### config.mk
export PLATFORM = sky130hd
export DESIGN_NAME = tsc_front
export DESIGN_NICKNAME = d
export VERILOG_FILES = /design/src/design/tsc_pkg.sv /design/src/design/tsc_front.sv
export SDC_FILE = /design/constraint.sdc
export NUM_CORES = 2
export LEC_CHECK = 0
export BUFFER_PORTS_ARGS = -buffer_cell sky130_fd_sc_hd__buf_2
export CAP_MARGIN = 0
export CELL_PAD_IN_SITES_DETAIL_PLACEMENT = 0
export CELL_PAD_IN_SITES_GLOBAL_PLACEMENT = 1
export CORE_MARGIN = 3
export CORE_UTILIZATION = 44
export CTS_CLUSTER_DIAMETER = 60
export CTS_CLUSTER_SIZE = 20
export DETAILED_ROUTE_END_ITERATION = 8
export HOLD_SLACK_MARGIN = 0.05
export PLACE_DENSITY_LB_ADDON = 0.1
export SKIP_LAST_GASP = 1
export SYNTH_ARGS = -nofsm -noshare
export SYNTH_HDL_FRONTEND = slang
export SYNTH_SLANG_ARGS = --single-unit
### constraint.sdc
create_clock -name clk_i -period 0.9 [get_ports clk_i]
set_input_delay 0.18 -clock clk_i [delete_from_list [all_inputs] [get_ports clk_i]]
set_output_delay 0.18 -clock clk_i [all_outputs]
set_load 0.05 [all_outputs]
### src/design/tsc_pkg.sv
// Shared types, constants and helper functions for the Taylor sine/cosine core.
// Used by every module of the core; depends on nothing.

package tsc_pkg;

  localparam int COEF_COUNT = 20;

  typedef logic signed [30:0] angle_t;  // Q3.28
  typedef logic signed [31:0] q30_t;    // Q2.30
  typedef logic        [31:0] ysq_t;    // x*x in Q4.28, never negative

  localparam angle_t ANGLE_MAX = 31'sd843314857;
  localparam angle_t ANGLE_MIN = -31'sd843314857;

  localparam logic signed [39:0] SAT_HI = 40'sd2147483647;
  localparam logic signed [39:0] SAT_LO = -40'sd2147483648;

  // Data handed from cell to cell.
  typedef struct packed {
    logic   odd;   // 1: sine series (odd powers)
    angle_t x;
    ysq_t   y;
    q30_t   acc;
  } stage_t;

  // Horner coefficient of one cell for both series.
  typedef struct packed {
    q30_t even;
    q30_t odd;
  } coef_pair_t;

  // 1/n! in Q2.30, rounded to nearest; zero from n = 13 on.
  function automatic q30_t inv_fact(int n);
    q30_t c;
    case (n)
      0:       c = 32'sd1073741824;
      1:       c = 32'sd1073741824;
      2:       c = 32'sd536870912;
      3:       c = 32'sd178956971;
      4:       c = 32'sd44739243;
      5:       c = 32'sd8947849;
      6:       c = 32'sd1491308;
      7:       c = 32'sd213044;
      8:       c = 32'sd26631;
      9:       c = 32'sd2959;
      10:      c = 32'sd296;
      11:      c = 32'sd27;
      12:      c = 32'sd2;
      default: c = '0;
    endcase
    return c;
  endfunction

  // (-1)^term / (2*term + odd)!
  function automatic q30_t coef_q30(int term, logic odd);
    int   n;
    q30_t c;
    n = 2 * term + int'(odd);
    c = (n < COEF_COUNT) ? inv_fact(n) : '0;
    return term[0] ? -c : c;
  endfunction

  // Clip to the signed 32-bit range.
  function automatic q30_t sat_q30(logic signed [39:0] v);
    q30_t r;
    if (v > SAT_HI) begin
      r = 32'sh7fff_ffff;
    end else if (v < SAT_LO) begin
      r = 32'sh8000_0000;
    end else begin
      r = v[31:0];
    end
    return r;
  endfunction

endpackage

### src/design/tsc_front.sv
// Front cell of the Taylor sine/cosine chain: angle clamp, x squared, first coefficient.
// Depends on tsc_pkg.

module tsc_front (
  input  logic                clk_i,
  input  logic                rst_ni,
  input  logic                en_i,
  input  logic                valid_i,
  input  logic                func_i,
  input  tsc_pkg::angle_t     angle_i,
  input  tsc_pkg::coef_pair_t coef_i,
  output logic                valid_o,
  output tsc_pkg::stage_t     data_o
);
  import tsc_pkg::*;

  angle_t             x_clamp;
  logic signed [61:0] sq;
  logic signed [61:0] sq_rnd;
  stage_t             data_d;
  stage_t             data_q;
  logic               valid_q;

  always_comb begin
    if (angle_i > ANGLE_MAX) begin
      x_clamp = ANGLE_MAX;
    end else if (angle_i < ANGLE_MIN) begin
      x_clamp = ANGLE_MIN;
    end else begin
      x_clamp = angle_i;
    end
  end

  // x*x < 2^60 after the clamp, so bits 59:28 hold the rounded square.
  assign sq     = x_clamp * x_clamp;
  assign sq_rnd = sq + 62'sd134217728;

  always_comb begin
    data_d.odd = ~func_i;
    data_d.x   = x_clamp;
    data_d.y   = sq_rnd[59:28];
    data_d.acc = func_i ? coef_i.even : coef_i.odd;
  end

  always_ff @(posedge clk_i or negedge rst_ni) begin
    if (!rst_ni) begin
      valid_q <= 1'b0;
    end else if (en_i) begin
      valid_q <= valid_i;
    end
  end

  always_ff @(posedge clk_i) begin
    if (en_i) begin
      data_q <= data_d;
    end
  end

  assign valid_o = valid_q;
  assign data_o  = data_q;

endmodule

Word level (Yosys, flattened, before mapping) --
Cells that the tools add are included.
Operators by class: add/subtract/negate cells 1, multipliers 1, order comparisons 2, mux-type cells 3, bitwise operators 1
Operators with widths (number):
- $mux W31 | 2
- $add A60 B29 Y60 const B | 1
- $mul A31 B31 Y60 | 1
- $mux W32 | 1
- $gt A31 B31 Y1 const B | 1
- $lt A31 B31 Y1 const B | 1
- $not A1 Y1 | 1
Word-level totals: register bits 97, input port bits 100, output and inout bits 97, word-level logic and storage cells 13

Longest topological paths before layout --
depth in word-level cells 5, depth in mapped cells 43, gate-level depth less buffers 41

Least setup slack after synthesis --
Ideal clock, no wire load.
path type input port to flip-flop, from input angle_i[0], to register data_q, in the netlist data_o[60] (data pin), arrival 9.785 ns, required time 0.645 ns, slack -9.140 ns, stages on the path 40, path buffers 4, path through a31o_2 -> a21o_1 -> a21oi_1 -> nor2b_1 -> o31ai_1 -> a31oi_1 -> o21ai_0 -> o21a_1 -> ha_1 -> clkbuf_1 -> clkbuf_1 -> nor2_1 -> nor2_1 -> clkbuf_1 -> buf_1 -> nand2_1 -> fa_1 -> inv_1 -> (+4 left out) -> inv_1 -> fa_1 -> fa_1 -> fa_1 -> inv_1 -> fa_1 -> inv_1 -> ha_1 -> a21o_1 -> a21o_1 -> o41ai_1 -> o21ai_1 -> a2111oi_0 -> o221ai_1 -> nor2_4 -> nor4b_2 -> or4_1 -> and3b_1
RTL lines:
- start: declaration | line tsc_front.sv:10 | input tsc_pkg::angle_t angle_i,
- end signal: assignment | line tsc_front.sv:55 | data_q <= data_d;
- end: declaration | line tsc_front.sv:21 | stage_t data_q;

==> impl_metrics.tcl <==
set metrics [dict create \
    outcome "finished with violations" \
    violations "setup timing" \
    grt_pass1_wl_um 188000 \
    fill_cells 6287 \
    synth_common_cells "inv_1, fa_1, nand2_1" \
    setup_ws_ns -8.84 \
    hold_class "input port to async pin" \
    multi_input_comb_area_mm2 0.0273 \
    grt.overflow.total 0 \
    clk_pin_slew_ns 0.09 \
    fin_util_pct 61.7 \
    synthesis.nets 4550 \
    drc 0 \
    cts_max_level 3 \
    setup_viol 160 \
    synth_edf_count 96 \
    netlist_area_mm2 0.0331 \
    antenna_found_initial 1 \
    grt_usage_pct 33.1 \
    drive_gt1_share_pct 33.5 \
    hpwl_um 109000 \
    cp-end-kind "register" \
    area_growth_pct 37.4 \
    final_nets 5581 \
    post-route-min-period_ns 9.74 \
    ys_seq_elements 97 \
    yosysSeqAreaShare_pct 8.79 \
    slew_viol_final 0 \
    viasPerCell 4.98 \
    grt_max_degree 31 \
    maxCapViolCount 0 \
    relSlewSlack_pct 61.7 \
    die_width_um 280 \
    rows 99 \
    core_mm2 0.0737 \
    tightestPinTransition_ns 0.572 \
    cts_buffers 9 \
    instances_no_fill 5344 \
    synthArstFlopShare_pct 1.03 \
    cts_sinks 97 \
    dieHeight_um 280 \
    fin_worst_skew_ns 0 \
    ys_warn_count 0 \
    regToRegStartpoint "valid_o$_DFFE_PN0P_" \
    seq_area_mm2 0.00291 \
    critical-path-slowest-cell "fa_1" \
    initial_core_util_pct 44.9 \
    startpoint_type "input port" \
    drt-initial-drc-count 1516 \
    critPathRequiredTime_ns 1.05 \
    netlist_top_cells_area "fa_1, inv_1, edfxtp_1, ha_1, nand2_1" \
    slowest_delay_ns 0.52 \
    routed_wirelength_um 125000 \
    clock_latency_ns 0.41 \
    hold_viol 0 \
    synth_top_cell_by_area "fa_1" \
    synthMostInstantiatedCell "inv_1" \
    fin_area_mm2 0.0455 \
    first_global_vias 30800 \
    clockBufferDepth 2 \
    dr_total_vias 26600 \
    wire_per_inst_um 23.4 \
    synth.avg_cell_area_um2 9.89 \
    critical_path.most_common_cell "fa_1" \
    firstDrtPassIters 5 \
    root_buffer "clkbuf_16" \
    synth_ff_type "edfxtp_1" \
    placed_area_mm2 0.0416 \
    rsz0062_at_grt "true" \
    ant_nets 0 \
    synth.distinct_cells 76 \
    dieArea_mm2 0.0785 \
    crit_start "angle_i[0]" \
    synth_top_area_share_pct 55.8 \
    path_max_fanout 6 \
    synth_cells 3347 \
    crit_type "input port to register" \
    max_freq_mhz 103 \
    globalplace.congestion 1.02 \
    dpl.cell_count 5182 \
    cts_tree "built" \
    io_pins 197 \
    period_share_pct 1080 \
    cp_data_arrival_time_ns 9.88 \
    portBuffers 196 \
]
[routing by layer]
layer | up-vias | track usage, % | routed length, um
met4 | 0 | 16.1 | 7540
met3 | 287 | 5.38 | 7550
li1 | 11600 | - | -
met2 | 817 | 55.7 | 61000
met1 | 13900 | 41.9 | 49200
met5 | - | 0 | 0
[repair_timing]
action | 4_1_cts | 5_1_grt
pin swaps | 139 | 98
endpoints found under the setup margin | 160 | 160
cloned | 0 | 1
resized for setup | 519 | 130
setup buffers | 106 | 54
endpoints found under the hold margin | 2 | 0
hold buffers | 2 | 0
[kinds of logic (layout without fill, tap and decap cells)]
group / Yosys count / count (layout) / share of synthesized area (%)
AO/OA/AOI/OAI: 156 / 156 / 3.14
XOR/XNOR: 54 / 54 / 1.43
adder cells (fa/ha/maj): 1103 / 1103 / 62.6
buffers and inverters: 1196 / 2232 / 13.6
flip-flops: 97 / 97 / 8.79
multiplexers: 37 / 37 / 1.24
other: 0 / 2 / 0
AND/OR/NAND/NOR: 704 / 704 / 9.20
[worst max-delay path: cells and delay by family]
| kind | cells | cell delay, ns |
|---|---|---|
| adder cells (fa/ha/maj) | 10 | 4.56 |
| AO/OA/AOI/OAI | 12 | 2.24 |
| buffers and inverters | 14 | 1.32 |
| AND/OR/NAND/NOR | 8 | 1.31 |
| multiplexers | 1 | 0.22 |
[metrics by stage]
stage	TNS, ns	hold slack (ns)	worst slack, ns
global placement	-383.06	-0.0455	-10.10
CTS	-341.91	0.0508	-8.76
finish	-348.48	0.0672	-8.84
global route	-366.66	0.0608	-9.17
floorplan	-303.36	-0.116	-8.31
detailed placement	-388.70	-0.0443	-10.14
[layout make-up]
cell class	count	share of cell area (%)
Antenna cell	2	0.0110
Clock inverter	6	0.182
Timing Repair Buffer	1103	20.7
Multi-Input combinational cell	2054	60.1
Sequential cell	97	6.40
Inverter	1113	9.41
Tap cell	959	2.64
Clock buffer	10	0.526
[registers in the layout, summed over array words and instances (netlist names)]
register  count
data_o       96
valid_o       1
[path summary, 6_finish.rpt]
path / to / slack, ns / cells after the start
worst max-delay path: data_o[57]$_DFFE_PP_ / -8.84 / 45
worst min register to register: valid_o$_DFFE_PN0P_ / 0.62 / 2
worst min-delay path: valid_o$_DFFE_PN0P_ / 0.07 / 2
max in group asynchronous: valid_o$_DFFE_PN0P_ / 0.74 / 2
min in group clk_i: data_o[27]$_DFFE_PP_ / 0.07 / 2
worst max register to register: valid_o$_DFFE_PN0P_ / 0.01 / 2
[cell usage in the layout (no fill, tap or decap), drive strengths merged, types with 3 or more instances in the layout]
cell type and instances:
o21ai 37, nand4 13, nor3b 3, nor2b 20, a2111oi 5, nor2 235, clkinv 11, a21o 26
or3 4, and4 4, nor4 7, edfxtp 96, nor3 14, clkbuf 12, a21oi 41, o21a 6
mux2 33, o211ai 4, inv 1104, mux2i 4, nor4b 3, a31oi 7, fa 922, a211oi 4
nand2 340, xnor2 41, o311ai 3, clkinvlp 3, ha 181, nand2b 20, buf 1099, or2 16
xor2 13, and3 3, nand3 13
Power is left out: the tool's default activity adds up to more than one toggle a clock period on the data nets, which glitch-free logic cannot reach.
