===== src/design/tsc_pkg.sv =====
// Shared types, constants and helper functions for the Taylor sine/cosine core.
// Used by every module of the core; depends on nothing.

package tsc_pkg;

  localparam int COEF_COUNT = 20;

  typedef logic signed [30:0] angle_t;  // Q3.28
  typedef logic signed [31:0] q30_t;    // Q2.30
  typedef logic        [31:0] ysq_t;    // x*x in Q4.28, never negative

  localparam angle_t ANGLE_MAX = 31'sd843314857;
  localparam angle_t ANGLE_MIN = -31'sd843314857;

  localparam logic signed [39:0] SAT_HI = 40'sd2147483647;
  localparam logic signed [39:0] SAT_LO = -40'sd2147483648;

  // Data handed from cell to cell.
  typedef struct packed {
    logic   odd;   // 1: sine series (odd powers)
    angle_t x;
    ysq_t   y;
    q30_t   acc;
  } stage_t;

  // Horner coefficient of one cell for both series.
  typedef struct packed {
    q30_t even;
    q30_t odd;
  } coef_pair_t;

  // 1/n! in Q2.30, rounded to nearest; zero from n = 13 on.
  function automatic q30_t inv_fact(int n);
    q30_t c;
    case (n)
      0:       c = 32'sd1073741824;
      1:       c = 32'sd1073741824;
      2:       c = 32'sd536870912;
      3:       c = 32'sd178956971;
      4:       c = 32'sd44739243;
      5:       c = 32'sd8947849;
      6:       c = 32'sd1491308;
      7:       c = 32'sd213044;
      8:       c = 32'sd26631;
      9:       c = 32'sd2959;
      10:      c = 32'sd296;
      11:      c = 32'sd27;
      12:      c = 32'sd2;
      default: c = '0;
    endcase
    return c;
  endfunction

  // (-1)^term / (2*term + odd)!
  function automatic q30_t coef_q30(int term, logic odd);
    int   n;
    q30_t c;
    n = 2 * term + int'(odd);
    c = (n < COEF_COUNT) ? inv_fact(n) : '0;
    return term[0] ? -c : c;
  endfunction

  // Clip to the signed 32-bit range.
  function automatic q30_t sat_q30(logic signed [39:0] v);
    q30_t r;
    if (v > SAT_HI) begin
      r = 32'sh7fff_ffff;
    end else if (v < SAT_LO) begin
      r = 32'sh8000_0000;
    end else begin
      r = v[31:0];
    end
    return r;
  endfunction

endpackage


===== src/design/tsc_out.sv =====
// Output cell: final multiply by x for sine, pass-through for cosine, output register.
// Depends on tsc_pkg.

module tsc_out (
  input  logic            clk_i,
  input  logic            rst_ni,
  input  logic            en_i,
  input  logic            valid_i,
  input  tsc_pkg::stage_t data_i,
  output logic            valid_o,
  output tsc_pkg::q30_t   value_o
);
  import tsc_pkg::*;

  logic signed [62:0] prod;
  logic signed [62:0] prod_rnd;
  q30_t               value_d;
  q30_t               value_q;
  logic               valid_q;

  assign prod     = data_i.x * data_i.acc;
  assign prod_rnd = prod + 63'sd134217728;
  assign value_d  = data_i.odd ? sat_q30({{5{prod_rnd[62]}}, prod_rnd[62:28]}) : data_i.acc;

  always_ff @(posedge clk_i or negedge rst_ni) begin
    if (!rst_ni) begin
      valid_q <= 1'b0;
    end else if (en_i) begin
      valid_q <= valid_i;
    end
  end

  always_ff @(posedge clk_i) begin
    if (en_i) begin
      value_q <= value_d;
    end
  end

  assign valid_o = valid_q;
  assign value_o = value_q;

endmodule

===== config.mk =====
export PLATFORM = sky130hd
export DESIGN_NAME = tsc_out
export DESIGN_NICKNAME = d
export VERILOG_FILES = /design/src/design/tsc_pkg.sv /design/src/design/tsc_out.sv
export SDC_FILE = /design/constraint.sdc
export NUM_CORES = 2
export LEC_CHECK = 0
export BUFFER_PORTS_ARGS = -buffer_cell sky130_fd_sc_hd__buf_4
export CORE_UTILIZATION = 60
export CTS_BUF_LIST = sky130_fd_sc_hd__clkbuf_8
export CTS_CLUSTER_SIZE = 40
export DETAILED_ROUTE_END_ITERATION = 8
export GPL_TIMING_DRIVEN = 0
export HOLD_SLACK_MARGIN = 0.02
export PLACE_DENSITY = 0.81
export SETUP_SLACK_MARGIN = 0.2
export SLEW_MARGIN = 20
export SYNTH_ARGS = -nofsm -noshare
export SYNTH_HDL_FRONTEND = slang
export SYNTH_SLANG_ARGS = --single-unit
export TNS_END_PERCENT = 30

===== constraint.sdc =====
create_clock -name clk_i -period 0.8 [get_ports clk_i]
set_input_delay 0.16 -clock clk_i [delete_from_list [all_inputs] [get_ports clk_i]]
set_output_delay 0.16 -clock clk_i [all_outputs]
set_load 0.005 [all_outputs]

Word-level counts from Yosys, hierarchy flattened
Index checks and enable logic that the tools add are counted.
{ "totals": {"register_bits": 33, "output_inout_bits": 33, "wordCells": 9} }
{ "op_classes": {"add_sub_neg": 1, "multipliers": 1, "n_lt_le_gt_ge": 2, "muxes": 3} }
{ "op_table": {"columns": ["cell", "count"], "rows": [
  ["32-bit 2-to-1 mux", 3],
  ["63-bit by 29-bit adder with 63-bit output, second input constant", 1],
  ["31-bit by 32-bit multiplier with 63-bit output", 1],
  ["35-bit by 32-bit > comparator with 1-bit output, second input constant", 1],
  ["35-bit by 32-bit < comparator with 1-bit output, second input constant", 1]
]} }

Depth between registers and ports, before layout
{ "depth": {"word_depth": 6, "mapped_depth": 30} }

Worst setup path before layout
Ideal clock, no wire load.
{ "synth_timing": {"path_kind": "in2reg", "startpoint": "input data_i[31] (netlist bit)", "endpoint": "register value_q[10], in the netlist value_o[10] (data pin)", "setup_time_ns": 0.274, "t_arrival_ns": 7.934, "t_required_ns": 0.526, "slack_ns": -7.408, "stages": 28, "n_path_buf": 3, "cell_sequence": "clkbuf_1 -> nand2_1 -> inv_1 -> fa_1 -> inv_1 -> fa_1 -> inv_1 -> fa_1 -> fa_1 -> inv_1 -> fa_1 -> inv_1 -> fa_1 -> inv_1 -> fa_1 -> fa_1 -> inv_1 -> ha_1 -> clkbuf_1 -> nand4_1 -> nor4b_1 -> o2111ai_1 -> a32oi_1 -> xnor2_1 -> and2_1 -> a41oi_2 -> buf_6 -> o221ai_2"} }
{ "synth_via": {"elab_chain_len": 6, "elab_cells_between_ends": 7, "cone_classes": "add/sub: 1; mul: 1; order compare: 2; mux: 3"} }
{ "synth_lines": {"columns": ["item", "line_no", "rtl"], "rows": [
  ["start, declared", "tsc_out.sv:9", "input tsc_pkg::stage_t data_i,"],
  ["31-bit by 32-bit multiplier with 63-bit output *", "tsc_out.sv:21", "assign prod = data_i.x * data_i.acc;"],
  ["63-bit by 29-bit adder with 63-bit output *", "tsc_out.sv:22", "assign prod_rnd = prod + 63'sd134217728;"],
  ["35-bit by 32-bit < comparator with 1-bit output", "tsc_pkg.sv:68", "end else if (v < SAT_LO) begin"],
  ["32-bit 2-to-1 mux", "tsc_pkg.sv:68", null],
  ["32-bit 2-to-1 mux *", "tsc_pkg.sv:66", "if (v > SAT_HI) begin"],
  ["32-bit 2-to-1 mux *", "tsc_out.sv:23", "assign value_d = data_i.odd ? sat_q30({{5{prod_rnd[62]}}, prod_rnd[62:28]}) : data_i.acc;"],
  ["net value_d[10]", "tsc_out.sv:17", "q30_t value_d;"],
  ["end signal, assigned", "tsc_out.sv:35", "value_q <= value_d;"],
  ["end, declared", "tsc_out.sv:18", "q30_t value_q;"]
]} }
Mark *: on every way through the listed nets, which the timed path passes. The rest lies on a longest branch.
A chain may end at the register's enable or synchronous reset.

Worst setup path in the final report
{ "layout_timing": {"startpoint": "input data_i[21] (netlist bit)", "endpoint": "register value_q[25], in the netlist value_o[25] (data pin)"} }
The elaborated chain is that of the path after synthesis.

==> key figures <==
Timing
  – Final Setup Violations: 65
  – Clock Skew: 0 ps
  – Tmin final: slightly below 8000 ps
  – Fin crit share: 982%
  – Final Hold Viols: 0
  – Max Slew Vio Count: 0
  – Slew HR: between 20 and 30%
  – Setup ws final: -7050 ps
  – Actual slew at the worst max-slew pin: ~1100 ps
  – RSZ-0062 raised after global routing: true
  – Peak Freq: ~0.13 GHz

CTS
  – Clk sink count: 33
  – Inserted Clock Buffers: 5
  – CTS tree: built
  – Reg clk slew, reported paths: 80 ps
  – Clk_lat worst skew: 290 ps
  – Number of H-tree levels: 2
  – Root Buffer: clkbuf_8
  – Longest Clk Path Bufs: 2

Global routing
  – Met3 usage: between 10 and 15%
  – First-pass GRT wire length: roughly 200 mm
  – Grt total ovfl: 0
  – Global route hottest layer: met2
  – Vias in the first global route: approximately 32000
  – M2 GR Usage: 65.9%
  – All-layer global routing usage: approximately 44%
  – Initial antenna violation count: 13
  – GR Util met1: between 50% and 60%
  – Largest net degree at the start of global routing: 34

Synthesis
  – Yosys top cell by area: fa_1
  – Count of different cell masters after synthesis: 67
  – Top-area cell type share of the netlist area: 57.0%
  – Area contributors post-synth: fa_1, inv_1, and2_1
  – Synth Cell Area: around 37000 um2
  – Most frequently used flop master after synthesis: edfxtp_1
  – Mapped Nets: approximately 5300
  – FF+latch count, synth: 33
  – Yosys warns: 0
  – Post-Syn Instances: 3954
  – Post-Syn Area per Cell: between 9 and 10 um2
  – Post-synth EDFFs: 32
  – Top-count cell post-synth: inv_1
  – Post-synth top cells: inv_1, fa_1, nand2_1
  – Post-synthesis sequential area ratio: 2.68%
  – Ys async rst share: slightly above 3%

Setup path
  – Kind of critical path: primary input to flop
  – Startpoint types: primary input
  – Crit Path Max Fanout: 10
  – Slowest stage delay, CP: around 600 ps
  – Most frequent CP cell: fa_1
  – CP endpoint kind: flop
  – CP Data Required Time: 810 ps
  – Slowest cell on the critical path: fa_2
  – Crit path DAT: a little under 8000 ps

Cells and area
  – Final instance area: a little over 40000 um2
  – Filler cell count: 4500
  – Final design utilization: between 60% and 70%
  – Area grow syn2layout: 13.0%
  – Finished Layout Cells: 4937
  – # nets final: 5472
  – Layout cells sized above 1: between 10% and 20%

Placed design
  – Dpl cell area: 38700 um2
  – Port bufs: between 90 and 100
  – Detailed placement HPWL: around 110 mm
  – GP Congestion: between 1 and 1.5
  – Dpl cells: just under 5000

Die
  – Core area: around 60000 um2
  – Ports: approximately 130
  – Die width: approximately 250 um
  – Die Height: 250 um
  – Starting Density: between 60% and 70%
  – Die footprint: roughly 62000 um2
  – Rows: 90

Route
  – WL per Instance: approximately 27 um
  – Antenna viol nets, final: 0
  – Post-route DRC: 0
  – Via/cell ratio: roughly 6.0
  – Drt initial violations: 3102
  – Vias post-DR: a little under 30000
  – Total Routed Length: approximately 130 mm
  – DR pass1 iterations: 6

Status
  – Failing checks: setup timing
  – Outcome: finished with violations

Flow run
  – Max-cap viol count: 0

Min path
  – Hold crit path type: primary input to flop
## cells by family (layout without fill, tap and decap cells)
group | Yosys count | count (layout) | share of synthesized area (%)
compound gates | 204 | 204 | 4.20
xor+xnor | 51 | 51 | 1.23
fa+ha+maj | 1226 | 1226 | 63.1
buf+inv | 1288 | 1481 | 13.2
flops | 33 | 33 | 2.68
mux | 2 | 2 | 0.0578
other cells | 0 | 8 | 0
simple gates | 1150 | 1150 | 15.5
## flip-flops by register name, indices dropped and copies added, names as in the netlist
register and cells:
valid_o 1, value_o 32
## cell type report
type,instances,area (um2),area share (%)
multi-input cells,2633,31700,76.2
flip-flops and latches,33,986,2.37
plain buffers,208,2120,5.10
clock buffers,5,68.8,0.166
well taps,782,978,2.35
inverters,1080,4070,9.80
clock inverters,3,13.8,0.0331
diodes,8,20.0,0.0482
repair buffers,185,1640,3.94
## placed cells by master (no fill, tap or decap), types with 4 or more instances in the layout
master	Yosys	final
o221ai_2	30	28
ha_2	0	5
clkbuf_2	1	51
nand2_2	0	7
edfxtp_1	32	32
a21oi_2	0	7
o21ai_2	0	4
inv_2	0	24
ha_4	0	18
nand4_1	11	11
buf_6	3	39
nand2b_1	7	7
fa_2	0	52
o21ai_1	5	7
fa_1	1047	995
buf_2	4	14
clkbuf_16	0	18
a21o_1	15	15
nand3_1	16	15
ha_1	179	156
nor2_1	49	47
buf_12	0	22
inv_1	1079	1052
o21a_1	4	4
nand2_1	542	531
clkbuf_4	0	38
o21bai_1	7	7
and2_1	488	483
clkbuf_8	0	24
xor2_1	17	17
o21ai_0	37	29
a21oi_1	65	56
nor3_1	14	10
and2_4	0	5
xnor2_1	33	32
o211ai_1	7	7
clkbuf_1	199	12
diode_2	0	8
buf_4	0	158
buf_8	0	21
## final timing paths
check / from / endpoint / slack [ps] / depth (start not counted)
max: data_i[21] / value_o[25] / -7050 / 29
min: valid_i / valid_o / 90 / 2
max reg2reg: valid_o / valid_o / 40 / 1
min reg2reg: valid_o / valid_o / 540 / 1
max in group asynchronous: rst_ni / valid_o / 540 / 2
min in group asynchronous: rst_ni / valid_o / 180 / 2
## worst max-delay path: cells and delay by family
family,cells,cell delay [ps]
simple gates,5,980
fa+ha+maj,9,4310
xor+xnor,1,190
buf+inv,9,1130
compound gates,5,1050
## routing by layer
layer	vias up	wire, um	share of wire [%]
met5	-	57	0.043
met4	4	15400	12
met3	721	17300	13
met2	2235	57400	43
met1	14800	42600	32
li1	11700	-	-
## timing repair
| item | in CTS | in global routing |
|---|---|---|
| hold buffers | 1 | 0 |
| gates resized for setup | 458 | 276 |
| gates cloned | 3 | 2 |
| setup buffers | 44 | 36 |
| hold endpoints to repair | 1 | 0 |
| pin swaps | 58 | 86 |
| setup endpoints to repair | 73 | 66 |
## through the flow
| step | hold slack (ps) | setup slack [ps] | setup TNS, ps |
|---|---|---|---|
| global placement | -64.7 | -8780 | -282140 |
| floorplan | -136 | -6890 | -219990 |
| global route | 74.7 | -7180 | -234860 |
| finish | 91.8 | -7050 | -229860 |
| CTS | 88.0 | -7040 | -229650 |
| detailed placement | -61.6 | -8860 | -286030 |
Power is not shown: default switching activity piles up to over one toggle a cycle in this logic, so the estimate is an artifact.
